===== config.mk =====
export PLATFORM = sky130hd
export DESIGN_NAME = checksummed_frame_receiver_flat
export DESIGN_NICKNAME = d
export VERILOG_FILES = /design/src/cfr_pkg.sv /design/src/cfr_req_if.sv /design/src/cfr_rsp_if.sv /design/src/checksummed_frame_receiver.sv /design/src/flat_wrapper.sv
export SDC_FILE = /design/constraint.sdc
export NUM_CORES = 1
export LEC_CHECK = 0
export BUFFER_PORTS_ARGS = -buffer_cell sky130_fd_sc_hd__buf_2
export CAP_MARGIN = 5
export CORE_MARGIN = 2
export CORE_UTILIZATION = 30
export DETAILED_ROUTE_END_ITERATION = 16
export SLEW_MARGIN = 25
export SYNTH_ARGS = -nofsm -noshare
export SYNTH_HDL_FRONTEND = slang
export SYNTH_SLANG_ARGS = --single-unit

===== constraint.sdc =====
create_clock -name clock -period 14.4 [get_ports clock]
set_input_delay 1.44 -clock clock [delete_from_list [all_inputs] [get_ports clock]]
set_output_delay 1.44 -clock clock [all_outputs]
set_load 0.02 [all_outputs]

===== src/cfr_pkg.sv =====
// Shared types and constants of the checksummed frame receiver.
package cfr_pkg;

   localparam int BYTE_W  = 8;
   localparam int POS_W   = 8;
   localparam int EVENT_W = 3;
   localparam int CMD_W   = 16;
   localparam int ERR_W   = 32;
   localparam int HEAD_W  = 48;
   localparam int COUNT_W = 8;

   // Result codes.
   typedef enum logic [EVENT_W-1:0] {
      EV_OK       = 3'd0,
      EV_DATA_SUM = 3'd1,
      EV_RESET    = 3'd2,
      EV_HEADER   = 3'd3,
      EV_LENGTH   = 3'd4,
      EV_HEAD_SUM = 3'd5
   } event_type;

   // Fixed frame header.
   localparam int MARK_LEN = 8;
   localparam logic [BYTE_W-1:0] FRAME_MARK [MARK_LEN] =
      '{8'hF1, 8'h1F, 8'hE2, 8'h2E, 8'hB6, 8'h6B, 8'hA8, 8'h8A};

   localparam logic [BYTE_W-1:0] RESET_BYTE = 8'h55;

   // Frame byte positions.
   localparam logic [POS_W-1:0] LEN_HI_POS    = 8'd8;
   localparam logic [POS_W-1:0] LEN_LO_POS    = 8'd9;
   localparam logic [POS_W-1:0] HEAD_SUM_POS  = 8'd10;
   localparam logic [POS_W-1:0] DATA_POS      = 8'd11;
   localparam logic [POS_W-1:0] CMD_HI_POS    = 8'd15;
   localparam logic [POS_W-1:0] CMD_LO_POS    = 8'd16;
   localparam int               ERR_FIRST_POS = 17;
   localparam int               ERR_BYTES     = 4;
   localparam int               PAY_FIRST_POS = 21;

   // Length limits: total = length + LEN_ADD, kept only in MIN_TOTAL+1 .. 255.
   localparam logic [8:0] LEN_ADD    = 9'd11;
   localparam logic [8:0] MIN_TOTAL  = 9'd17;
   localparam logic [POS_W-1:0] COUNT_BASE = 8'd22;

   typedef struct packed {
      event_type           event_res;
      logic [CMD_W-1:0]    command_code;
      logic [ERR_W-1:0]    error_word;
      logic [HEAD_W-1:0]   payload_head;
      logic [COUNT_W-1:0]  payload_count;
   } rsp_type;

endpackage


===== src/cfr_req_if.sv =====
// Request channel: one received byte per transfer.
interface cfr_req_if;
   logic       valid;
   logic       ready;
   logic [7:0] rx_byte;

   modport source (output valid, output rx_byte, input ready);
   modport sink   (input valid, input rx_byte, output ready);
endinterface


===== src/cfr_rsp_if.sv =====
// Response channel: one frame result per transfer.
interface cfr_rsp_if;
   logic        valid;
   logic        ready;
   logic [2:0]  event_res;
   logic [15:0] command_code;
   logic [31:0] error_word;
   logic [47:0] payload_head;
   logic [7:0]  payload_count;

   modport source (output valid, output event_res, output command_code, output error_word,
                   output payload_head, output payload_count, input ready);
   modport sink   (input valid, input event_res, input command_code, input error_word,
                   input payload_head, input payload_count, output ready);
endinterface


===== src/checksummed_frame_receiver.sv =====
// Top level of the checksummed frame receiver: byte deframer with result buffering.
//
//   channel   dir   payload                                          handshake
//   req_ch    in    rx_byte[7:0]                                     valid/ready
//   rsp_ch    out   event_res, command_code, error_word,             valid/ready
//                   payload_head, payload_count
//
// One byte per cycle while the skid register is empty: each request is checked
// and folded into the frame state in the cycle it is accepted, by one compare and
// one 8-bit add. A result is registered in the output register as the byte that
// ends the frame is accepted; a second result waits in a skid register while the
// output stalls. req_ch.ready drops only while the skid register is full.
// Synchronous active-high reset clears the frame state and both result slots.
module checksummed_frame_receiver #(
   parameter int PAYLOAD_KEEP = 6
) (
   input  logic      clock,
   input  logic      reset,
   cfr_req_if.sink   req_ch,
   cfr_rsp_if.source rsp_ch
);
   import cfr_pkg::*;

   localparam int PAY_W = 8 * PAYLOAD_KEEP;

   // Frame state.
   logic [POS_W-1:0]  pos_ff,   pos_in;
   logic [POS_W-1:0]  total_ff, total_in;
   logic [BYTE_W-1:0] len_hi_ff, len_hi_in;
   logic [BYTE_W-1:0] sum_ff,   sum_in;
   logic [CMD_W-1:0]  cmd_ff,   cmd_in;
   logic [ERR_W-1:0]  err_ff,   err_in;
   logic [PAY_W-1:0]  pay_ff,   pay_in;

   // Result slots.
   logic    out_valid_ff, out_valid_in;
   rsp_type out_ff,       out_in;
   logic    skid_valid_ff, skid_valid_in;
   rsp_type skid_ff,       skid_in;

   logic [BYTE_W-1:0] rx;
   logic              accept;
   logic              emit;
   event_type         ev;
   logic [8:0]        total_calc;
   logic [BYTE_W-1:0] sum_next;
   logic              in_data;
   rsp_type           result;
   logic [63:0]       pay_ext;

   assign rx       = req_ch.rx_byte;
   assign accept   = req_ch.valid && req_ch.ready;
   assign sum_next = sum_ff + rx;
   assign total_calc = {1'b0, rx} + LEN_ADD;
   // Data byte while the checksum byte is still ahead.
   assign in_data  = ({1'b0, pos_ff} + 9'd1) < {1'b0, total_ff};

   // Advance the frame on each accepted byte; every result restarts the frame.
   always_comb begin
      pos_in    = pos_ff;
      total_in  = total_ff;
      len_hi_in = len_hi_ff;
      sum_in    = sum_ff;
      cmd_in    = cmd_ff;
      err_in    = err_ff;
      pay_in    = pay_ff;
      emit      = 1'b0;
      ev        = EV_OK;
      if (accept) begin
         if (pos_ff < POS_W'(MARK_LEN)) begin
            if (pos_ff == '0 && rx == RESET_BYTE) begin
               emit = 1'b1;
               ev   = EV_RESET;
            end else if (rx != FRAME_MARK[pos_ff[2:0]]) begin
               emit = 1'b1;
               ev   = EV_HEADER;
            end else begin
               sum_in = sum_next;
               pos_in = pos_ff + 8'd1;
            end
         end else if (pos_ff == LEN_HI_POS) begin
            len_hi_in = rx;
            sum_in    = sum_next;
            pos_in    = LEN_LO_POS;
         end else if (pos_ff == LEN_LO_POS) begin
            if (len_hi_ff != '0 || total_calc <= MIN_TOTAL || total_calc[8]) begin
               emit = 1'b1;
               ev   = EV_LENGTH;
            end else begin
               total_in = total_calc[7:0];
               sum_in   = sum_next;
               pos_in   = HEAD_SUM_POS;
            end
         end else if (pos_ff == HEAD_SUM_POS) begin
            if (sum_next != '0) begin
               emit = 1'b1;
               ev   = EV_HEAD_SUM;
            end else begin
               sum_in = '0;
               pos_in = DATA_POS;
            end
         end else if (in_data) begin
            // Capture the fixed fields and the head of the payload.
            if (pos_ff == CMD_HI_POS) cmd_in[15:8] = rx;
            if (pos_ff == CMD_LO_POS) cmd_in[7:0]  = rx;
            for (int k = 0; k < ERR_BYTES; k++) begin
               if (pos_ff == POS_W'(ERR_FIRST_POS + k))
                  err_in[(ERR_BYTES-1-k)*8 +: 8] = rx;
            end
            for (int k = 0; k < PAYLOAD_KEEP; k++) begin
               if (pos_ff == POS_W'(PAY_FIRST_POS + k))
                  pay_in[(PAYLOAD_KEEP-1-k)*8 +: 8] = rx;
            end
            sum_in = sum_next;
            pos_in = pos_ff + 8'd1;
         end else begin
            emit = 1'b1;
            ev   = (sum_next != '0) ? EV_DATA_SUM : EV_OK;
         end
         if (emit) begin
            pos_in    = '0;
            total_in  = '0;
            len_hi_in = '0;
            sum_in    = '0;
            cmd_in    = '0;
            err_in    = '0;
            pay_in    = '0;
         end
      end
   end

   // Build the result; error results carry zero fields.
   assign pay_ext = 64'(pay_ff);
   always_comb begin
      result           = '0;
      result.event_res = ev;
      if (ev == EV_OK) begin
         result.command_code  = cmd_ff;
         result.error_word    = err_ff;
         result.payload_head  = pay_ext[HEAD_W-1:0];
         result.payload_count = (total_ff > COUNT_BASE) ? (total_ff - COUNT_BASE) : '0;
      end
   end

   // Output register with skid slot: drain skid first, else load the new result.
   always_comb begin
      out_valid_in  = out_valid_ff;
      out_in        = out_ff;
      skid_valid_in = skid_valid_ff;
      skid_in       = skid_ff;
      if (!out_valid_ff || rsp_ch.ready) begin
         if (skid_valid_ff) begin
            out_valid_in  = 1'b1;
            out_in        = skid_ff;
            skid_valid_in = 1'b0;
         end else if (emit) begin
            out_valid_in = 1'b1;
            out_in       = result;
         end else begin
            out_valid_in = 1'b0;
         end
      end else if (emit) begin
         // Hold the new result while the output stalls.
         skid_valid_in = 1'b1;
         skid_in       = result;
      end
   end

   always_ff @(posedge clock) begin
      if (reset) begin
         pos_ff        <= '0;
         total_ff      <= '0;
         len_hi_ff     <= '0;
         sum_ff        <= '0;
         cmd_ff        <= '0;
         err_ff        <= '0;
         pay_ff        <= '0;
         out_valid_ff  <= 1'b0;
         skid_valid_ff <= 1'b0;
      end else begin
         pos_ff        <= pos_in;
         total_ff      <= total_in;
         len_hi_ff     <= len_hi_in;
         sum_ff        <= sum_in;
         cmd_ff        <= cmd_in;
         err_ff        <= err_in;
         pay_ff        <= pay_in;
         out_valid_ff  <= out_valid_in;
         skid_valid_ff <= skid_valid_in;
      end
   end

   always_ff @(posedge clock) begin
      out_ff  <= out_in;
      skid_ff <= skid_in;
   end

   assign req_ch.ready         = !skid_valid_ff;
   assign rsp_ch.valid         = out_valid_ff;
   assign rsp_ch.event_res     = out_ff.event_res;
   assign rsp_ch.command_code  = out_ff.command_code;
   assign rsp_ch.error_word    = out_ff.error_word;
   assign rsp_ch.payload_head  = out_ff.payload_head;
   assign rsp_ch.payload_count = out_ff.payload_count;

   // The skid slot fills only behind a stalled output.
   a_skid_behind_out: assert property (@(posedge clock) disable iff (reset)
      skid_valid_ff |-> out_valid_ff)
      else $error("skid slot holds a result while the output is empty");

   // Once in the data part, the position stays below the frame total.
   a_pos_in_frame: assert property (@(posedge clock) disable iff (reset)
      (pos_ff >= DATA_POS) |-> (pos_ff < total_ff))
      else $error("byte position ran past the frame total");

   // A reset byte at frame start always produces a result.
   a_reset_byte: assert property (@(posedge clock) disable iff (reset)
      (accept && pos_ff == '0 && rx == RESET_BYTE) |=> out_valid_ff)
      else $error("reset byte at frame start gave no result");

   // Error results carry zero fields.
   a_error_zero: assert property (@(posedge clock) disable iff (reset)
      (out_valid_ff && out_ff.event_res != EV_OK) |->
      (out_ff.command_code == '0 && out_ff.error_word == '0 &&
       out_ff.payload_head == '0 && out_ff.payload_count == '0))
      else $error("error result with nonzero fields");

endmodule


===== src/flat_wrapper.sv =====
// flat-port wrapper written by rule: the top's interface ports become plain ports
module checksummed_frame_receiver_flat import cfr_pkg::*;
#(
   parameter int PAYLOAD_KEEP = 6
)
  (clock, reset, req_ch_valid, req_ch_rx_byte, req_ch_ready, rsp_ch_valid, rsp_ch_event_res, rsp_ch_command_code, rsp_ch_error_word, rsp_ch_payload_head, rsp_ch_payload_count, rsp_ch_ready);
  cfr_req_if req_ch_i ();
  cfr_rsp_if rsp_ch_i ();
  input  logic clock;
  input  logic reset;
  input wire logic [$bits(req_ch_i.valid)-1:0] req_ch_valid;
  input wire logic [$bits(req_ch_i.rx_byte)-1:0] req_ch_rx_byte;
  output wire logic [$bits(req_ch_i.ready)-1:0] req_ch_ready;
  output wire logic [$bits(rsp_ch_i.valid)-1:0] rsp_ch_valid;
  output wire logic [$bits(rsp_ch_i.event_res)-1:0] rsp_ch_event_res;
  output wire logic [$bits(rsp_ch_i.command_code)-1:0] rsp_ch_command_code;
  output wire logic [$bits(rsp_ch_i.error_word)-1:0] rsp_ch_error_word;
  output wire logic [$bits(rsp_ch_i.payload_head)-1:0] rsp_ch_payload_head;
  output wire logic [$bits(rsp_ch_i.payload_count)-1:0] rsp_ch_payload_count;
  input wire logic [$bits(rsp_ch_i.ready)-1:0] rsp_ch_ready;
  assign req_ch_i.valid = req_ch_valid;
  assign req_ch_i.rx_byte = req_ch_rx_byte;
  assign req_ch_ready = req_ch_i.ready;
  assign rsp_ch_valid = rsp_ch_i.valid;
  assign rsp_ch_event_res = rsp_ch_i.event_res;
  assign rsp_ch_command_code = rsp_ch_i.command_code;
  assign rsp_ch_error_word = rsp_ch_i.error_word;
  assign rsp_ch_payload_head = rsp_ch_i.payload_head;
  assign rsp_ch_payload_count = rsp_ch_i.payload_count;
  assign rsp_ch_i.ready = rsp_ch_ready;
  checksummed_frame_receiver #(.PAYLOAD_KEEP(PAYLOAD_KEEP)) u_core (.clock(clock), .reset(reset), .req_ch(req_ch_i), .rsp_ch(rsp_ch_i));
endmodule

==> results of run 1 <==
## cell families (layout without fill, tap and decap cells)
group                      after synthesis  count (layout)  synth area share [%]
adders and majority gates               26              26                  2.22
xor gates and xnor gates                27              27                  1.58
buffers and inverters                  145             227                  3.82
and+or+nand+nor                        483             483                  15.7
muxes                                   10              10                 0.668
AOI/OAI and AO/OA                      315             315                  15.7
DFF                                    344             344                  60.3
## worst min-delay path: stages (launching register included)
cell,delay [ns]
dfxtp_1,0.31
nand2_1,0.05
a21oi_1,0.06
## area by class of cell
| type | instances | area, µm² | area share, % |
|---|---|---|---|
| clock buffer | 47 | 1040 | 5.99 |
| clock inverter | 16 | 168 | 0.968 |
| inverter | 32 | 121 | 0.701 |
| multi-input combinational | 861 | 5440 | 31.4 |
| sequential | 344 | 9030 | 52.1 |
| tap | 664 | 831 | 4.80 |
| timing repair buffer | 132 | 692 | 3.99 |
## cells in the mapped netlist (all sizes together), types with 15 or more instances
cell,number
a21oi,27
a32o,88
and2,111
buf,26
clkbuf,87
dfxtp,130
edfxtp,214
ha,25
inv,31
nand2,239
nand3,29
nand4,20
nor2,22
nor3,20
o21ai,112
o31ai,17
xnor2,15
## metrics by stage
step / util [%] / setup WS (ns) / cell area [µm²]
final: 35.2 / 8.58 / 17300
after global routing: 35.2 / 8.32 / 17300
after CTS: 35.2 / 8.60 / 17300
after detailed placement: 32.8 / 8.05 / 16100
after global placement: 32.8 / 8.09 / 16100
after floorplan: - / 2.69 / 15000
## flip-flops by register name, summed over array words and instances (netlist names)
name                         flops
u_core.pos_ff                    8
u_core.rsp_ch.payload_head      48
u_core.pay_ff                   48
u_core.err_ff                   32
u_core.total_ff                  8
u_core.rsp_ch.command_code      16
u_core.skid_valid_ff             1
u_core.rsp_ch.event_res          3
u_core.rsp_ch.payload_count      8
u_core.sum_ff                    8
u_core.cmd_ff                   16
u_core.rsp_ch.valid              1
u_core.skid_ff                 107
u_core.len_hi_ff                 8
u_core.rsp_ch.error_word        32
## power by group through the flow
stage / sequential, W / combinational [W] / clock, W
after floorplan: 0.00113 / 0.0000534 / 0
after global placement: 0.00110 / 0.000123 / 0
after detailed placement: 0.00110 / 0.000124 / 0
after CTS: 0.00108 / 0.000124 / 0.000966
after global routing: 0.00108 / 0.000133 / 0.00100
final: 0.00108 / 0.000123 / 0.000947
## routing by layer
layer,wire length (µm),track usage [%]
met2,17600,23.3
met4,944,4.60
met1,17200,19.9
met3,2410,2.54
met5,32,0
## worst paths after layout
path | startpoint | endpoint
setup / recovery | req_ch_rx_byte[0] | u_core.rsp_ch.payload_count[1]
hold / removal | u_core.sum_ff[0] | u_core.sum_ff[0]
setup reg to reg | u_core.pos_ff[0] | u_core.rsp_ch.error_word[6]
hold reg to reg | u_core.sum_ff[0] | u_core.sum_ff[0]
==> results.txt, run 1 <==
status = finished clean
cells after synthesis = 1350
Routed Antenna Nets = 0
number of flops mapped to enable cells by yosys = 214
Peak VDD IR = 0.0597 mV
Die W = 227 µm
clock tree sinks = 344
Tightest Hold Check Type = reg2reg
top_reg_cell synth = edfxtp_1
Least-Margin Pin Slew = 1.02 ns
Distinct cells, synth = 64
clk_lat worst skew = 0.53 ns
Slew HR = 31.6%
Clock power frac = 44.0%
most frequent cells in the layout = nand2_1 (239), edfxtp_1 (214), dfxtp_1 (129)
CTS tree = built
critical path fanouts, max = 69
Leakage = 5.80 nW
setup bufs post-CTS = 0
Hold Path Depth = 2
number of global-route vias before repair = 10200
Post-Route WL = 38200 µm
crit path capture type = flop
Max Freq = 0.172 GHz
worst path required time = 14.56 ns
Worst setup SP type = input port
initial antenna violation count = 3
Placer Congestion = 0.816
Rows = 81
Total Nets Final = 1445
GRT Total Usage = 14.5%
Synth Net Count = 1388
Congestion Overflow GR = 0
Setup TNS = 0 ns
non-filler cells, final = 2096
sw frac = 22.7%
post-DR vias/cell = 5.03
final period utilization = 40.4%
CP most frequent cell = buf_4
largest net degree at the start of global routing = 97
global-route wire length before repair = 58800 µm
Reg2Reg Depth = 13
Fin Clk Skew = 0.0164 ns
Final Hold Viols = 0
total power = 0.00215 W
Net Sw Power = 0.000489 W
root buf cell = clkbuf_16
syn avg cell area = 11.1 µm²
crit-path cells = buf_2, ha_1, inv_1, fa_1, xnor2_1, or3b_1, or4_1, or4_4, a31o_4, a21oi_1, a21oi_4, buf_4, buf_4
I/O pin count = 121
unrepaired setup endpoints after global routing = no
Die Y = 227 µm
die area = 51700 µm²
filler cell count = 4831
CTS Buffer Depth = 3
crit path DAT = 5.97 ns
IO Port Bufs = 120
H-tree levels = 2
final hold slack = 0.469 ns
critical path's top delay family = simple AND/OR/NAND/NOR gates
CTS hold repair buffers = 0
Int Power = 0.00166 W
critical path depth = 13
cell taking the most area after synthesis = edfxtp_1
drt wl/cell = 18.2 µm
Min Clock Period, post-route = 5.82 ns
core box area = 49200 µm²
clock-pin slew on the worst setup and hold paths = 0.06 ns
YS warnings = 0
Logic pwr share = 5.7%
number of max-cap violations = 0
DR vias = 10600
violation count after the first detailed-routing iteration = 842
cts bufs inserted = 36
share of Yosys cell area claimed by the top area cell type = 42.9%
DRC Markers = 0
PwrDens = 124 nW/µm²
Syn Std Cell Area = 15000 µm²
Crit Path Category = in2reg
Post-synth ARST share = 0%
n_diodes = 0
Final Max Slew Viols = 0
Area Overhead vs Synth = 15.7%
HPWL after DPL = 23200 µm
Crit path buffers/inverters = 4
Post-CTS Resized = 0
Critical Path Slowest Stage Cell = or4_1
Initial Utilization = 30.5%
commonest non-fill, non-tap cell in the layout = nand2_1
max incr delay on CP = 0.56 ns
R2R setup slack = 9.09 ns
sequential share of power = 50.2%
Placed Instances = 2032
Pre-antenna DRT Iters = 5
final setup vio count = 0
fraction of layout cells with a size suffix above 1 = 15.1%
Yosys reg bits = 344
Synth area leaders = edfxtp_1 (43%), dfxtp_1 (17%), nand2_1 (6.0%), a32o_1 (5.9%), and2_1 (4.6%)
register area share after synthesis = 60.3%
Note: power is estimated with default switching activity, not from simulation.
==> inputs of run 2 (changes only) <==
==> constraint.sdc (replaced) <==
create_clock -name clock -period 5.2 [get_ports clock]
set_input_delay 0.52 -clock clock [delete_from_list [all_inputs] [get_ports clock]]
set_output_delay 0.52 -clock clock [all_outputs]
set_load 0.02 [all_outputs]
==> run 2 against run 1 <==
  * Critical path depth increased by 1
  * Clock-buffer cell count unchanged
  * Utilization increased by 0.26 points
  * Flip-flop and latch count unchanged
  * Register-to-register slack got worse by 8.5 ns
  * Largest power group unchanged
==> results.txt, run 2 (synthesis results as in run 1) <==
DRC Markers = 0
Initial Utilization = 30.5%
clock-pin slew on the worst setup and hold paths = 0.07 ns
top routing layer in use = met5
Total Nets Final = 1461
number of global-route vias before repair = 10200
Min Clock Period, post-route = 4.61 ns
HPWL after DPL = 23900 µm
cts bufs inserted = 37
fraction of layout cells with a size suffix above 1 = 16.8%
met1 WL = 17100 µm
filler cell count = 4821
crit path DAT = 4.77 ns
Most flops, register = u_core.skid_ff
Worst setup SP type = flop
H-tree levels = 2
most frequent cells in the layout = nand2_1 (239), edfxtp_1 (214), dfxtp_1 (127)
Rows = 81
detailed route wirelength on metal2 = 17400 µm
unrepaired setup endpoints after global routing = no
post-DR vias/cell = 5.06
Placed Instances = 2048
CTS hold repair buffers = 0
IO Port Bufs = 120
non-filler cells, final = 2116
Congestion Overflow GR = 0
die area = 51700 µm²
setup bufs post-CTS = 0
Die W = 227 µm
violation count after the first detailed-routing iteration = 785
final period utilization = 88.7%
Peak VDD IR = 0.157 mV
core box area = 49200 µm²
Crit Path Category = reg2reg
worst slack, placed = 0.532 ns
Final Hold Viols = 0
Area Overhead vs Synth = 16.5%
clk_lat worst skew = 0.53 ns
Die Y = 227 µm
PwrDens = 333 nW/µm²
final setup margin = 0.589 ns
Fin Clk Skew = 0.0162 ns
root buf cell = clkbuf_16
crit path capture type = flop
Setup TNS = 0 ns
Leakage = 5.87 nW
Routed Antenna Nets = 0
status = finished clean
CTS tree = built
Tightest Hold Check Type = in2reg
Least-Margin Pin Slew = 0.969 ns
GRT Total Usage = 14.4%
Final Max Slew Viols = 0
final setup vio count = 0
Placer Congestion = 0.862
drt wl/cell = 18.0 µm
DR vias = 10700
I/O pin count = 121
Post-Route WL = 38000 µm
number of max-cap violations = 0
clock tree sinks = 344
largest net degree at the start of global routing = 98
wire length on met3 = 2290 µm
critical path fanouts, max = 86
CTS Buffer Depth = 3
Post-CTS Resized = 0
Pre-antenna DRT Iters = 7
Max Freq = 0.217 GHz
Slew HR = 35.0%
commonest non-fill, non-tap cell in the layout = nand2_1
initial antenna violation count = 6
global-route wire length before repair = 58600 µm
worst path required time = 5.36 ns
max FFs per register = 107
-- run 2: changes by cell type in the layout (fill, tap and decap cells not counted), sizes merged --
| cell | before | now |
|---|---|---|
| diode | 0 | 1 |
| clkinvlp | 1 | 0 |
| buf | 132 | 147 |
| inv | 32 | 33 |
| clkinv | 12 | 19 |
| bufinv | 3 | 0 |
-- run 2: critical path, stage by stage, from the launching register on --
cell,delay [ns]
dfxtp_2,0.48
ha_2,0.30
nand3_2,0.19
nor2_2,0.21
xor2_1,0.09
ha_1,0.31
and3_4,0.19
a221o_1,0.16
a31oi_1,0.04
and3_1,0.19
nand2b_1,0.16
a31o_4,0.43
a21oi_1,0.22
a21oi_4,0.70
buf_12,0.41
-- run 2: final timing paths --
check | depth (start not counted) | startpoint | end | slack (ns)
worst max-delay path | 14 | u_core.pos_ff[0] | u_core.rsp_ch.command_code[3] | 0.59
worst max register to register | 14 | u_core.pos_ff[0] | u_core.rsp_ch.command_code[3] | 0.59
worst min register to register | 2 | u_core.total_ff[6] | u_core.total_ff[6] | 0.47
worst min-delay path | 3 | req_ch_valid | u_core.skid_valid_ff | 0.40
-- run 2: layer usage --
layer / vias up / GRT usage, %
li1: 5108 / -
met1: 5173 / 19.8
met2: 334 / 22.4
met3: 78 / 2.94
met4: 8 / 5.27
met5: - / 0
-- run 2: layout make-up --
cell class                      instances  area [µm²]  share of cell area [%]
Tap cell                              664         831                    4.76
Antenna cell                            1        2.50                  0.0143
Sequential cell                       344        9030                    51.8
Clock buffer                           47        1010                    5.81
Inverter                               32         121                   0.695
Multi-Input combinational cell        861        5500                    31.5
Clock inverter                         20         114                   0.652
Timing Repair Buffer                  147         832                    4.77
-- run 2: per-stage QoR --
stage / hold WS, ns / power [W] / cell area, µm² / util (%)
after floorplan: 0.440 / 0.00327 / 15100 / -
after global placement: 0.450 / 0.00340 / 16300 / 33.2
after detailed placement: 0.468 / 0.00340 / 16300 / 33.2
after CTS: 0.371 / 0.00587 / 17400 / 35.5
after global routing: 0.421 / 0.00600 / 17500 / 35.5
final: 0.403 / 0.00581 / 17500 / 35.5
-- run 2: where the power goes --
part           total (W)  internal (W)  switching (W)
combinational   0.000347     0.0000805       0.000266
sequential       0.00299       0.00297      0.0000240
clock            0.00247       0.00139        0.00108
total            0.00581       0.00444        0.00137
